**config.mk**
```make
export PLATFORM = sky130hd
export DESIGN_NAME = llca_ram
export DESIGN_NICKNAME = d
export VERILOG_FILES = /design/src/llca_ram.sv
export SDC_FILE = /design/constraint.sdc
export NUM_CORES = 1
export LEC_CHECK = 0
export BUFFER_PORTS_ARGS = -buffer_cell sky130_fd_sc_hd__buf_2
export CAP_MARGIN = 10
export CORE_UTILIZATION = 50
export DETAILED_ROUTE_END_ITERATION = 10
export MAX_ROUTING_LAYER = met4
export PLACE_DENSITY = 0.71
export SLEW_MARGIN = 10
export SYNTH_ARGS = -nofsm -noshare
export SYNTH_HDL_FRONTEND = slang
export SYNTH_SLANG_ARGS = --single-unit
```
**constraint.sdc**
```tcl
create_clock -name clk -period 1.8 [get_ports clk]
set_input_delay 0.18 -clock clk [delete_from_list [all_inputs] [get_ports clk]]
set_output_delay 0.18 -clock clk [all_outputs]
set_load 0.02 [all_outputs]
```
**src/llca_ram.sv**
```systemverilog
module llca_ram #(
  parameter int WIDTH = 8,
  parameter int DEPTH = 16
) (
  input  logic                     clk,
  input  logic                     we,
  input  logic [$clog2(DEPTH)-1:0] waddr,
  input  logic [WIDTH-1:0]         wdata,
  input  logic [$clog2(DEPTH)-1:0] raddr,
  output logic [WIDTH-1:0]         rdata
);

  logic [WIDTH-1:0] mem_r [DEPTH];
  logic [WIDTH-1:0] rdata_r;

  always_ff @(posedge clk) begin
    if (we) begin
      mem_r[waddr] <= wdata;
    end
    rdata_r <= mem_r[raddr];
  end

  assign rdata = rdata_r;

endmodule

```
After elaboration in Yosys (flattened, before gate mapping):

Memory sizes are Yosys's and may differ from the RTL's. A register that Yosys moved wholly into a read port is not among the register bits.
Index checks and enable logic that the tools add are counted.

* muxes and demuxes: 2

Operator list (count)
* $mux W1: 2

* flip-flop bits (word level): 0
* bits in writable memories: 128
* input bits: 18
* output and inout port bits: 8
* word-level logic and storage cells: 3
* memories kept: 1

Memory list
* mem_r: depth 16, width 8, rd ports 1, clocked after memory_dff 1, write ports 1, RTL line 13 `logic [WIDTH-1:0] mem_r [DEPTH];`

Depth between registers and ports, before layout:

Gate-level depths: netlist (run 1).

* word-level depth: 2
* mapped depth: 5
* mapped depth without buffers: 3

Worst setup path after synthesis (run 1):

Ideal clock, no wire load.

* path kind: input-to-reg
* start point: in waddr[2]
* end point: mem mem_r[0][0] (enable)
* setup time: 0.383 ns
* arrival time: 1.290 ns
* required time: 1.417 ns
* setup slack: 0.127 ns
* stages: 2
* buffers on the path: 0
* cells stage by stage: or3b_2 -> nor3_1

RTL lines
* start, declared: RTL line 7 `input logic [$clog2(DEPTH)-1:0] waddr,`
* end, declared: RTL line 13

Straight into the memory's write port.

==> results of run 1 <==
==> where the power goes <==
group | internal (µW) | switching, µW | leakage (µW)
registers | 3540 | 22.6 | 0.00122
logic | 146 | 200 | 0.000590
clock network | 2360 | 1230 | 0.000296
total | 6050 | 1450 | 0.00211
==> cells by family after synthesis <==
kind of cell	count (synthesis)	synth area share, %
and+or+nand+nor	35	3.18
AOI/OAI and AO/OA	16	2.33
muxes	32	15.0
buffers and inverters	10	1.68
DFF	136	77.8
==> state kept, by name, summed over array words and instances, names as in the netlist <==
signal  count
mem_r     128
rdata       8
==> cell usage in the layout, fill, tap and decap left out, types with 2 or more instances in the layout <==
| cell | synthesis | routed |
|---|---|---|
| buf_2 | 3 | 25 |
| buf_12 | 0 | 2 |
| nand2_1 | 9 | 9 |
| edfxtp_1 | 128 | 128 |
| nand3b_1 | 2 | 2 |
| dfxtp_1 | 8 | 8 |
| a22oi_1 | 16 | 16 |
| nor2_1 | 13 | 13 |
| clkinvlp_4 | 0 | 3 |
| clkbuf_16 | 0 | 16 |
| nand2b_1 | 2 | 2 |
| buf_4 | 1 | 19 |
| nor3_1 | 4 | 4 |
| clkinv_1 | 0 | 3 |
| mux4_1 | 14 | 14 |
| mux4_2 | 18 | 18 |
| bufinv_16 | 0 | 5 |
| clkinv_2 | 0 | 3 |
==> metal layers <==
metal,track usage [%],up-vias
li1,-,1085
met1,26.7,1229
met5,-,-
met2,31.9,96
met3,7.53,5
met4,8.13,0
==> worst max-delay path: cells and delay by family, from the launching register on <==
kind	cells	cell delay, ns
flops	1	0.35
simple gates	1	0.08
mux	1	0.51
compound gates	1	0.27
==> final timing paths <==
| kind | from | end | slack, ns |
|---|---|---|---|
| max reg2reg | mem_r[1][3] | rdata[3] | 0.47 |
| min reg2reg | mem_r[12][4] | rdata[4] | 0.68 |
| min | wdata[1] | mem_r[11][1] | 0.04 |
| max | mem_r[1][3] | rdata[3] | 0.47 |
==> synthesized netlist by cell type <==
master           instances  area, µm²
nand2b_1                 2       12.5
edfxtp_1               128       3840
nand2_1                  9       33.8
nor2b_1                  1       6.26
nand3b_1                 2       15.0
clkdlybuf4s25_2          3       30.0
and2b_1                  1       7.51
buf_4                    1       7.51
nor3_1                   4       20.0
nand3_1                  1       5.00
buf_2                    3       15.0
dfxtp_1                  8        160
and2_1                   1       6.26
mux4_2                  18        405
a22oi_1                 16        120
buf_6                    3       33.8
or3b_2                   1       8.76
mux4_1                  14        368
nor2_1                  13       48.8
==> final cells by class <==
type	count	area share [%]
Clock inverter	15	3.37
Antenna cell	1	0.0406
Sequential cell	136	65.0
Clock buffer	17	6.72
Multi-Input combinational cell	83	17.2
Tap cell	133	2.70
Timing Repair Buffer	46	5.00
==> per-stage QoR <==
| step | worst slack, ns | utilization [%] |
|---|---|---|
| after detailed placement | 0.159 | 56.1 |
| after global routing | 0.389 | 62.4 |
| after CTS | 0.456 | 62.4 |
| after floorplan | 0.127 | - |
| final | 0.470 | 62.4 |
| after global placement | 0.181 | 56.1 |
==> run summary, run 1 <==
The logs give 632 for the layout filler cell count and 0 for the hold-fix buffer count after cts. The routed layout has 2415 vias. The die covers 0.0107 mm². The first TritonRoute pass finished after 4 iterations.

The number of port buffers came out at 25. The flow ran to the end, and the final reports show no timing, DRC or antenna violations. Across every metal layer, demand over resource in global routing totals 21.2%. The number of cells on the worst hold path is 1, and the average wire length per cell after detail routing is 21.9 µm. The root buffer cell chosen for the clock tree is clkbuf_8. The multi-input combinational cells in the finished layout cover a total of 0.00106 mm².

The critical-path cell with the highest stage delay is mux4_1. After routing the design area is 0.00616 mm². The count of max-cap constraint violations is 0, and the post-synthesis instance area is 0.00515 mm². The initial utilization of the core area, before any placement, comes to 52.2%. The run gives 0 as the count of antenna-violating nets left after detailed routing.

Hold timing on the final database bottoms out at a slack of 0.0439 ns. The tools report the total area of sequential cells as 0.00400 mm². The HPWL after detailed placement is 5.80 mm. For this design the ratio of total power to cell area is 1220 mW/mm². Setup repair after global routing left no endpoint under its margin.

The number of global-route vias before repair is 2493, and the cell depth of the worst flop-to-flop path is 3. The clock insertion delay at the later pin of the skew report is 0.52 ns, and the number of instances in the synthesized netlist is 229. Measured against its own limit, the worst slew margin works out to 72.0%. Entering global routing, the biggest net connects 33 pins. Total instance count after detailed placement: 398.

The worst path uses 73.9% of the clock period. The congestion estimate from routability-driven global placement came to 0.753. Relative to the synthesized area, the layout overhead comes to 19.7%.

STA classifies the critical path startpoint as a register. The worst setup path is captured at a register. The cell area after placement is 0.00554 mm². Counting along the longest clock path gives a buffer depth of 2.

The required time of the critical path was 2.21 ns. Clock skew on the completed layout was measured at 0.00785 ns. The detailed router put a total of 3.92 mm of wire on met1. Buffers inserted during clock tree synthesis total 17.

The critical path in this run is classified as register to register. TritonCTS built the clock tree. After synthesis, the netlist uses 19 different library cells. The slew at the pin with the worst max-slew slack was 0.420 ns. Die width: 103 µm. The critical path goes through mux4_1 > a22oi_1 > nand2_1. The initial antenna violation count was 1.

The first global-routing pass estimated 14.4 mm of wire. The run gives 431 as the final cell count without fillers. For the leakage power total, the log shows 0.00211 µW. The highest layer touched by signal routing is met4. The run gives 674 µm as the met3 wire length. The maximum fanout along the worst path is 1, and the arrival time reported for the critical path endpoint is 1.74 ns.

For the H-tree depth, the log shows 4. Number of max-slew violations in the final report: 0. The run gives 186 as the violation count after the first detailed-routing iteration.

Summed over all nets, wire length on met2 after detailed routing comes to 4.74 mm. The logs give 0.00986 mm² for the placeable core area and 7500 µW for the post-layout total power. The logs give 0 for the setup violation total in the final timing report and 26 for the number of ports placed on the die boundary.

Static timing analysis puts the maximum clock frequency at 752 MHz. The synthesized flop and latch total was 136; the worst ir drop on vdd was 0.000556 V. The clock transition at the register clock pins on the worst setup and hold paths after CTS was 0.06 ns; the number of resized instances in the post-cts repair step was 0.

Number of endpoints with negative hold slack in the final report: 0. The logs give 77.8% for the sequential share of the synthesized area and 0 for the total of warnings raised by yosys. In this run the vertical extent of the chip is 103 µm. The logs give 9.44 mm for the total routed wirelength and 247 for the net count after synthesis.

After clock tree synthesis, the setup repair step added 0 buffers. The final period demand of the worst path came out at 1.33 ns. After detailed routing, the number of remaining DRC violations is 0. The tree built by TritonCTS fans out to 136 sinks. Dividing the detail-routed via count by the number of cells gives 5.60. In this design, the stage delay of the slowest critical-path cell is 0.51 ns. Summed over all layers, the global routing overflow is 0. In the final layout, the share of cells above drive strength 1 is 31.6%. The run gives 36 as the placement row count. In this run the worst hold path is classified as input pin to register.

A synthesized cell averages 22.5 µm². The setup total negative slack came out at 0 ns. For the number of nets in the layout, the log shows 302.
Power figures use the tool's default switching activity.
==> inputs of run 2 (changes only) <==
Clock period 1.8 ns to 1.15 ns, I/O delays scaled along.
==> run 2 against run 1 <==
The run now ends with setup timing left; core utilization is 2.7 points higher; power is 55% higher; combinational power is 99% higher; wire length is 9.6% higher; die area stayed put; critical endpoint is now rdata[1]; largest power group is now registers; highest routed layer unchanged; non-clock buffer count is 24 higher.
==> run summary, run 2 (same netlist as run 1, synthesis figures left out) <==
The worst slack after detailed placement is -0.380 ns, and the number of search-and-repair iterations in the first detailed-routing pass is 4. In this run the power density over the cells is 1810 mW/mm². Total die area: 0.0107 mm². Setup repair after global routing could not meet its margin everywhere. The library cell used most frequently in the layout, excluding fill and tap cells, is edfxtp_1. The clock transition at the register clock pins on the worst setup and hold paths after CTS was 0.06 ns. For the final database, setup skew stands at 0.00801 ns. The library cells used most frequently in the layout, excluding fill and tap cells, are edfxtp_1 (128), buf_4 (37), mux4_2 (32). The average wire length per cell after detail routing was 22.8 µm; the setup violation total in the final timing report was 8. The top achievable clock speed was 750 MHz; the violation count after the first detailed-routing iteration was 188.

Traced cell by cell, the critical path runs through mux4_2 > a22oi_2 > nand2_1. The clock tree synthesis step divided the H-tree into 4 levels. TritonCTS created 17 clock buffers.

The arrival time reported for the critical path endpoint is 1.74 ns. The destination of the worst hold path was mem_r[8][1]. The reg-to-reg startpoint is mem_r[3][1]. The number of global-route vias before repair is 2635, and the total global routing overflow is 0. The flow ran to the end, but the final reports show violations. The register with the most flip-flops in the layout has 128 of them. Clock tree synthesis selected as its root buffer the cell clkbuf_8. The worst setup path is launched from a register. 26 I/O pins were placed.

The logs give 326 for the number of nets in the layout and 35.0% for the headroom to the max-slew limit. The initial utilization of the core area, before any placement, comes to 52.2%. Of the cells placed in the final design, the portion with a size suffix greater than 1 is 44.9%.

The tree built by TritonCTS fans out to 136 sinks. At the later pin of the worst-skew pair, clock insertion delay measures 0.52 ns. In the routed design, unresolved DRC markers number 0. Counting cells, the worst reg-to-reg path comes to 3.

In this run the most critical hold path is launched from waddr[1]. The maximum fanout along the worst path was 1; the initial antenna violation count was 0. The logs give 15.2 mm for the wire length of the first global-routing pass and 22.2% for the global routing usage summed across all routing layers. The number of max-slew violations in the final report is 0. TritonCTS built the clock tree.

Reg-to-reg critical path endpoint: rdata[1]. Of the available clock period, the critical path in the final layout requires 116%. Die height: 103 µm.

The tool flagged a number of max-cap violations equal to 0. The critical path endpoint category was a register. The final reports fail on setup timing. The worst stage delay on the critical path was 0.50 ns. For this block, the routed nets add up to 10.3 mm of wire. For the pin with the worst max-slew slack, the measured transition is 0.971 ns. The worst path in the final design needs a cycle of 1.33 ns, including I/O delays and setup. The critical path is of the register to register type. The setup total negative slack was -1.04 ns; the utilization of the core after routing was 65.1%. The placeable core area was 0.00986 mm². At the end of routability-driven placement, the weighted congestion stood at 0.792. The tightest min-delay check is of the input pin to register type.

For the reg-to-reg setup timing slack, the log shows -0.18 ns. After floorplanning, the core was divided into 36 placement rows. For this design the static power due to leakage is 0.00218 µW. The number of endpoints with negative hold slack in the final report came out at 0. The logs give 17 for the largest net degree at the start of global routing and 1.55 ns for the required time of the critical path. The tools report the total number of vias as 2596. In the routed layout, each cell is associated on average with a via count of 5.72. The register with the most flip-flops in the final layout is mem_r. In this run the deepest clock path goes through 2 buffers. The number of antenna diodes is 0, and the count of antenna-violating nets left after detailed routing is 0. The area added between synthesis and finish is 24.7%, and the worst ir drop on vdd is 0.000692 V. The HPWL after detailed placement is 6.35 mm. Final setup slack of the worst path: -0.183 ns. Number of cells on the worst hold path: 3.

The number of port buffers was 25. Among all stages on the critical path, the largest delay is contributed by mux4_2. The die is 103 µm wide.
==> run 2: repair_timing <==
item | 4_1_cts | 5_1_grt
setup endpoints to repair | 11 | 15
hold endpoints to repair | 125 | 0
pin swaps | 3 | 6
hold buffers | 8 | 0
gates resized for setup | 12 | 13
setup buffers | 0 | 0
==> run 2: layer usage <==
metal  global-route usage (%)  share of wire, %  vias to the layer above
li1                         -                 -                     1118
met1                     27.4                40                     1346
met2                     33.3                50                      115
met3                     8.60               7.2                       17
met4                     8.88               2.1                        0
met5                        -                 0                        -
==> run 2: worst max-delay path by stage <==
stage | endpoint | cells past startpoint | startpoint
3_5_place_dp | rdata[0] | 6 | raddr[0]
3_3_place_gp | rdata[0] | 6 | raddr[0]
5_1_grt | rdata[1] | 3 | mem_r[3][1]
2_1_floorplan | mem_r[0][0] | 2 | waddr[2]
6_report | rdata[1] | 3 | mem_r[3][1]
4_1_cts | rdata[1] | 3 | mem_r[3][1]
==> run 2: stage by stage <==
step | cells | total power (µW) | cell area [µm²] | hold slack (ns)
after floorplan | 229 | 6020 | 5180 | 0.214
after global placement | 414 | 6270 | 5690 | 0.503
after detailed placement | 414 | 6290 | 5690 | 0.508
after CTS | 454 | 11600 | 6380 | 0.159
after global routing | 454 | 11900 | 6420 | 0.174
final | 454 | 11600 | 6420 | 0.179
==> run 2: critical path, delay by kind of cell (launching register included) <==
family             cells  cell delay [ns]
DFF                    1             0.41
AOI/OAI and AO/OA      1             0.24
muxes                  1             0.50
and+or+nand+nor        1             0.08
==> run 2: area by class of cell <==
| cell class | count | area, µm² |
|---|---|---|
| Fill cell | 643 | 3440 |
| Sequential cell | 136 | 4010 |
| Clock buffer | 19 | 432 |
| Clock inverter | 13 | 154 |
| Tap cell | 133 | 166 |
| Timing Repair Buffer | 70 | 571 |
| Multi-Input combinational cell | 83 | 1090 |
==> run 2: power by group <==
group	total [µW]	leakage, µW	internal [µW]	switching (µW)
logic	687	0.000678	320	366
registers	5580	0.00122	5550	37.8
clock network	5320	0.000283	3340	1980
==> inputs of run 3 (changes only) <==
Settings changed: ABC_AREA set to 1.
==> run 3 against run 2 <==
Flip-flop and latch count unchanged; area after synthesis increased by 12%; non-clock buffer count decreased by 14; largest cell class unchanged; the flow now finishes without violations; global-route usage increased by 2.5 points; cell count increased by 66%; core utilization decreased by 3.2 points; synthesized cell count increased by 140%; fmax increased by 22%; via count increased by 51%; die area increased by 12%; critical path depth decreased by 2; wire length increased by 22%.
==> run summary, run 3 <==
The run finished with clean final reports. The buffer and inverter count on the worst path came out at 1. Clock tree synthesis found a total of 136 sinks.

The library cell used most frequently in the layout, excluding fill and tap cells, is nand2_1. The synthesized netlist occupies a cell area of 0.00577 mm². The first global-routing pass estimated 20.2 mm of wire. The most used flip-flop cell after synthesis is edfxtp_1. Yosys mapped a number of flops with a built-in enable equal to 128. The run gives 3913 as the total number of vias. The die covers 0.0120 mm². The CTS buffer count was 17; the number of instances in the synthesized netlist was 551. By area the synthesized netlist is led by edfxtp_1 (67%), nand2_1 (11%), nand3_1 (8.4%).

The net count of the finished layout is 620. The maximum fanout along the worst path was 1; the via density per instance was 5.18. The cell depth of the worst flop-to-flop path works out to 6.

The top achievable clock speed was 917 MHz. For the leakage power total, the log shows 0.00301 µW. Walking the worst path, the cells encountered are buf_2. The tools report the number of global-route vias before repair as 3804.

The final cell count without fillers was 755. H-tree depth: 4. The type of the most critical hold path is input pin to register.

The cell sitting at the root of the clock tree is a clkbuf_16. The setup violation total in the final timing report is 0. Leaving out fill and tap cells, the most frequent cells in the layout are nand2_1 (173), edfxtp_1 (128), inv_1 (100). After detailed placement, the total cell area comes to 0.00618 mm². After synthesis, the netlist uses 12 different library cells. For the number of resized instances in the post-cts repair step, the log shows 0. Data on the critical path is required at its endpoint by 1.03 ns. A synthesized cell averages 10.5 µm². Summed over all layers, the global routing overflow is 0. The power density normalized to cell area was 1790 mW/mm²; the final weighted congestion in routability-driven placement was 0.893. The die height was 109 µm. The logs give 0 for the initial antenna violation count and 38 for the placement row count.

The biggest area consumer among synthesized cells was edfxtp_1. The number of search-and-repair iterations in the first detailed-routing pass came out at 5. Clock-pin slew was measured on the worst setup and hold paths at 0.06 ns. The final period demand of the worst path is 1.09 ns, and the net count after synthesis is 569. Setup repair after global routing left no endpoint under its margin. The global routing usage summed across all routing layers is 24.8%. The headroom to the max-slew limit came out at 75.1%. The number of placed instances, taps included, is 723.

The placed wire-length estimate is 7.96 mm. The tools report the number of endpoints with negative hold slack in the final report as 0. The synthesized design contains 136 register bits. The type of element launching the critical path is a register. The number of port buffers is 25, and the sequential share of the synthesized area is 69.4%. The critical-path cell with the highest stage delay was dfxtp_1. The tools report the final routed DRC violation total as 0. By startpoint and endpoint, the worst setup path is classified as register to primary output. For the placeable core area, the log shows 0.0110 mm².

The logs give 52.3% for the initial cell density of the core and 42 for the largest net degree at the start of global routing. Summed over all layers, the routed wires come to 12.6 mm. The setup fix buffers added after clock tree synthesis is 0, and the count of max-cap constraint violations is 0. For the violation count after the first detailed-routing iteration, the log shows 353.

Number of max-slew violations in the final report: 0. Maximum clock skew at final layout: 0.00389 ns. STA classifies the critical path endpoint as a primary output.

Compared with the post-synthesis result, the final layout area differs by 18.4%. The number of antenna diodes in the final layout is 0. After layout, the worst path uses 94.8% of the clock period. The area share of the largest cell type after synthesis is 66.7%. Dividing the detail-routed wire length by the instance count gives 16.8 µm.

The cell family contributing the most delay on the critical path is flip-flops. Once detail routing completed, the nets flagged for antenna violations numbered 0. The fraction of synthesis flops using an asynchronous set or reset pin works out to 0%. Clock latency on the worst-skew pair, taken at its later pin, is 0.42 ns.

Summing all non-filler instances in the final layout gives an area of 0.00683 mm². In this run the deepest clock path goes through 2 buffers. Number of cells on the worst hold path: 1. During I/O placement, the number of pins put on the boundary was 26.

At the pin with the least slew margin, the transition time is 0.374 ns. By count the netlist is led by nand2_1 (173), edfxtp_1 (128), inv_1 (100). The worst stage delay on the critical path came out at 0.37 ns.

TritonCTS built the clock tree. The register with the most flip-flops in the layout has 128 of them. For the total of warnings raised by yosys, the log shows 0. By instance count, the leading cell after synthesis is nand2_1. For the arrival time reported for the critical path endpoint, the log shows 0.98 ns. In this run the horizontal extent of the chip is 109 µm.

Cells with a size suffix above 1 make up 14.3% of the layout. The run gives 0 as the hold-fix buffer count after cts. Register with the most flip-flops: mem_r. The count of cell instances traversed by the critical path was 1; the worst ir drop on vdd was 0.00114 V.
[run 3: cell count changes after synthesis, sizes merged, moves of 4 or more]
cell | previous run | this run
inv | 0 | 102
mux4 | 32 | 0
nor3 | 4 | 0
nand3 | 1 | 97
a22oi | 16 | 0
nand2 | 9 | 173
nor2 | 13 | 17
buf | 7 | 24
[run 3: final timing paths]
check / startpoint / end / slack, ns
max reg2reg: mem_r[7][3] / rdata[3] / 0.11
max: rdata[5] / rdata[5] / 0.06
min reg2reg: mem_r[14][4] / rdata[4] / 0.66
min: wdata[1] / mem_r[6][1] / 0.11
[run 3: per-stage QoR]
stage	setup slack, ns	utilization, %	TNS, ns	hold WS (ns)	power (µW)
after floorplan	0.0842	-	0	0.214	6100
after global placement	0.0105	56.1	0	0.530	6400
after detailed placement	-0.00515	56.1	-0.0272	0.531	6410
after CTS	0.0385	61.9	0	0.111	12300
after global routing	0.00831	61.9	0	0.118	12600
final	0.0597	61.9	0	0.112	12200
[run 3: cell families (layout without fill, tap and decap cells)]
group	after synthesis	count (layout)	share of synthesized area [%]
flops	136	136	69.4
buf+inv	126	190	9.52
simple gates	289	289	21.0
[run 3: final cells by class]
cell class	count	area [µm²]
clock buffers	20	447
clock inverters	12	199
fillers	857	4200
inverters	102	383
multi-input cells	289	1210
flip-flops and latches	136	4000
well taps	140	175
repair buffers	56	408
[run 3: where the power goes]
part / switching (µW) / total, µW / internal, µW
sequential: 35.2 / 5580 / 5540
clock: 2010 / 5910 / 3900
combinational: 510 / 741 / 231
[run 3: per-layer routing]
metal  up-vias  part of all wire, %  global-route usage [%]
met5         -                    0                       -
met4         0                  2.8                    12.4
met3        30                  7.2                    5.22
met2       166                   48                    37.9
met1      1839                   42                    31.4
li1       1878                    -                       -
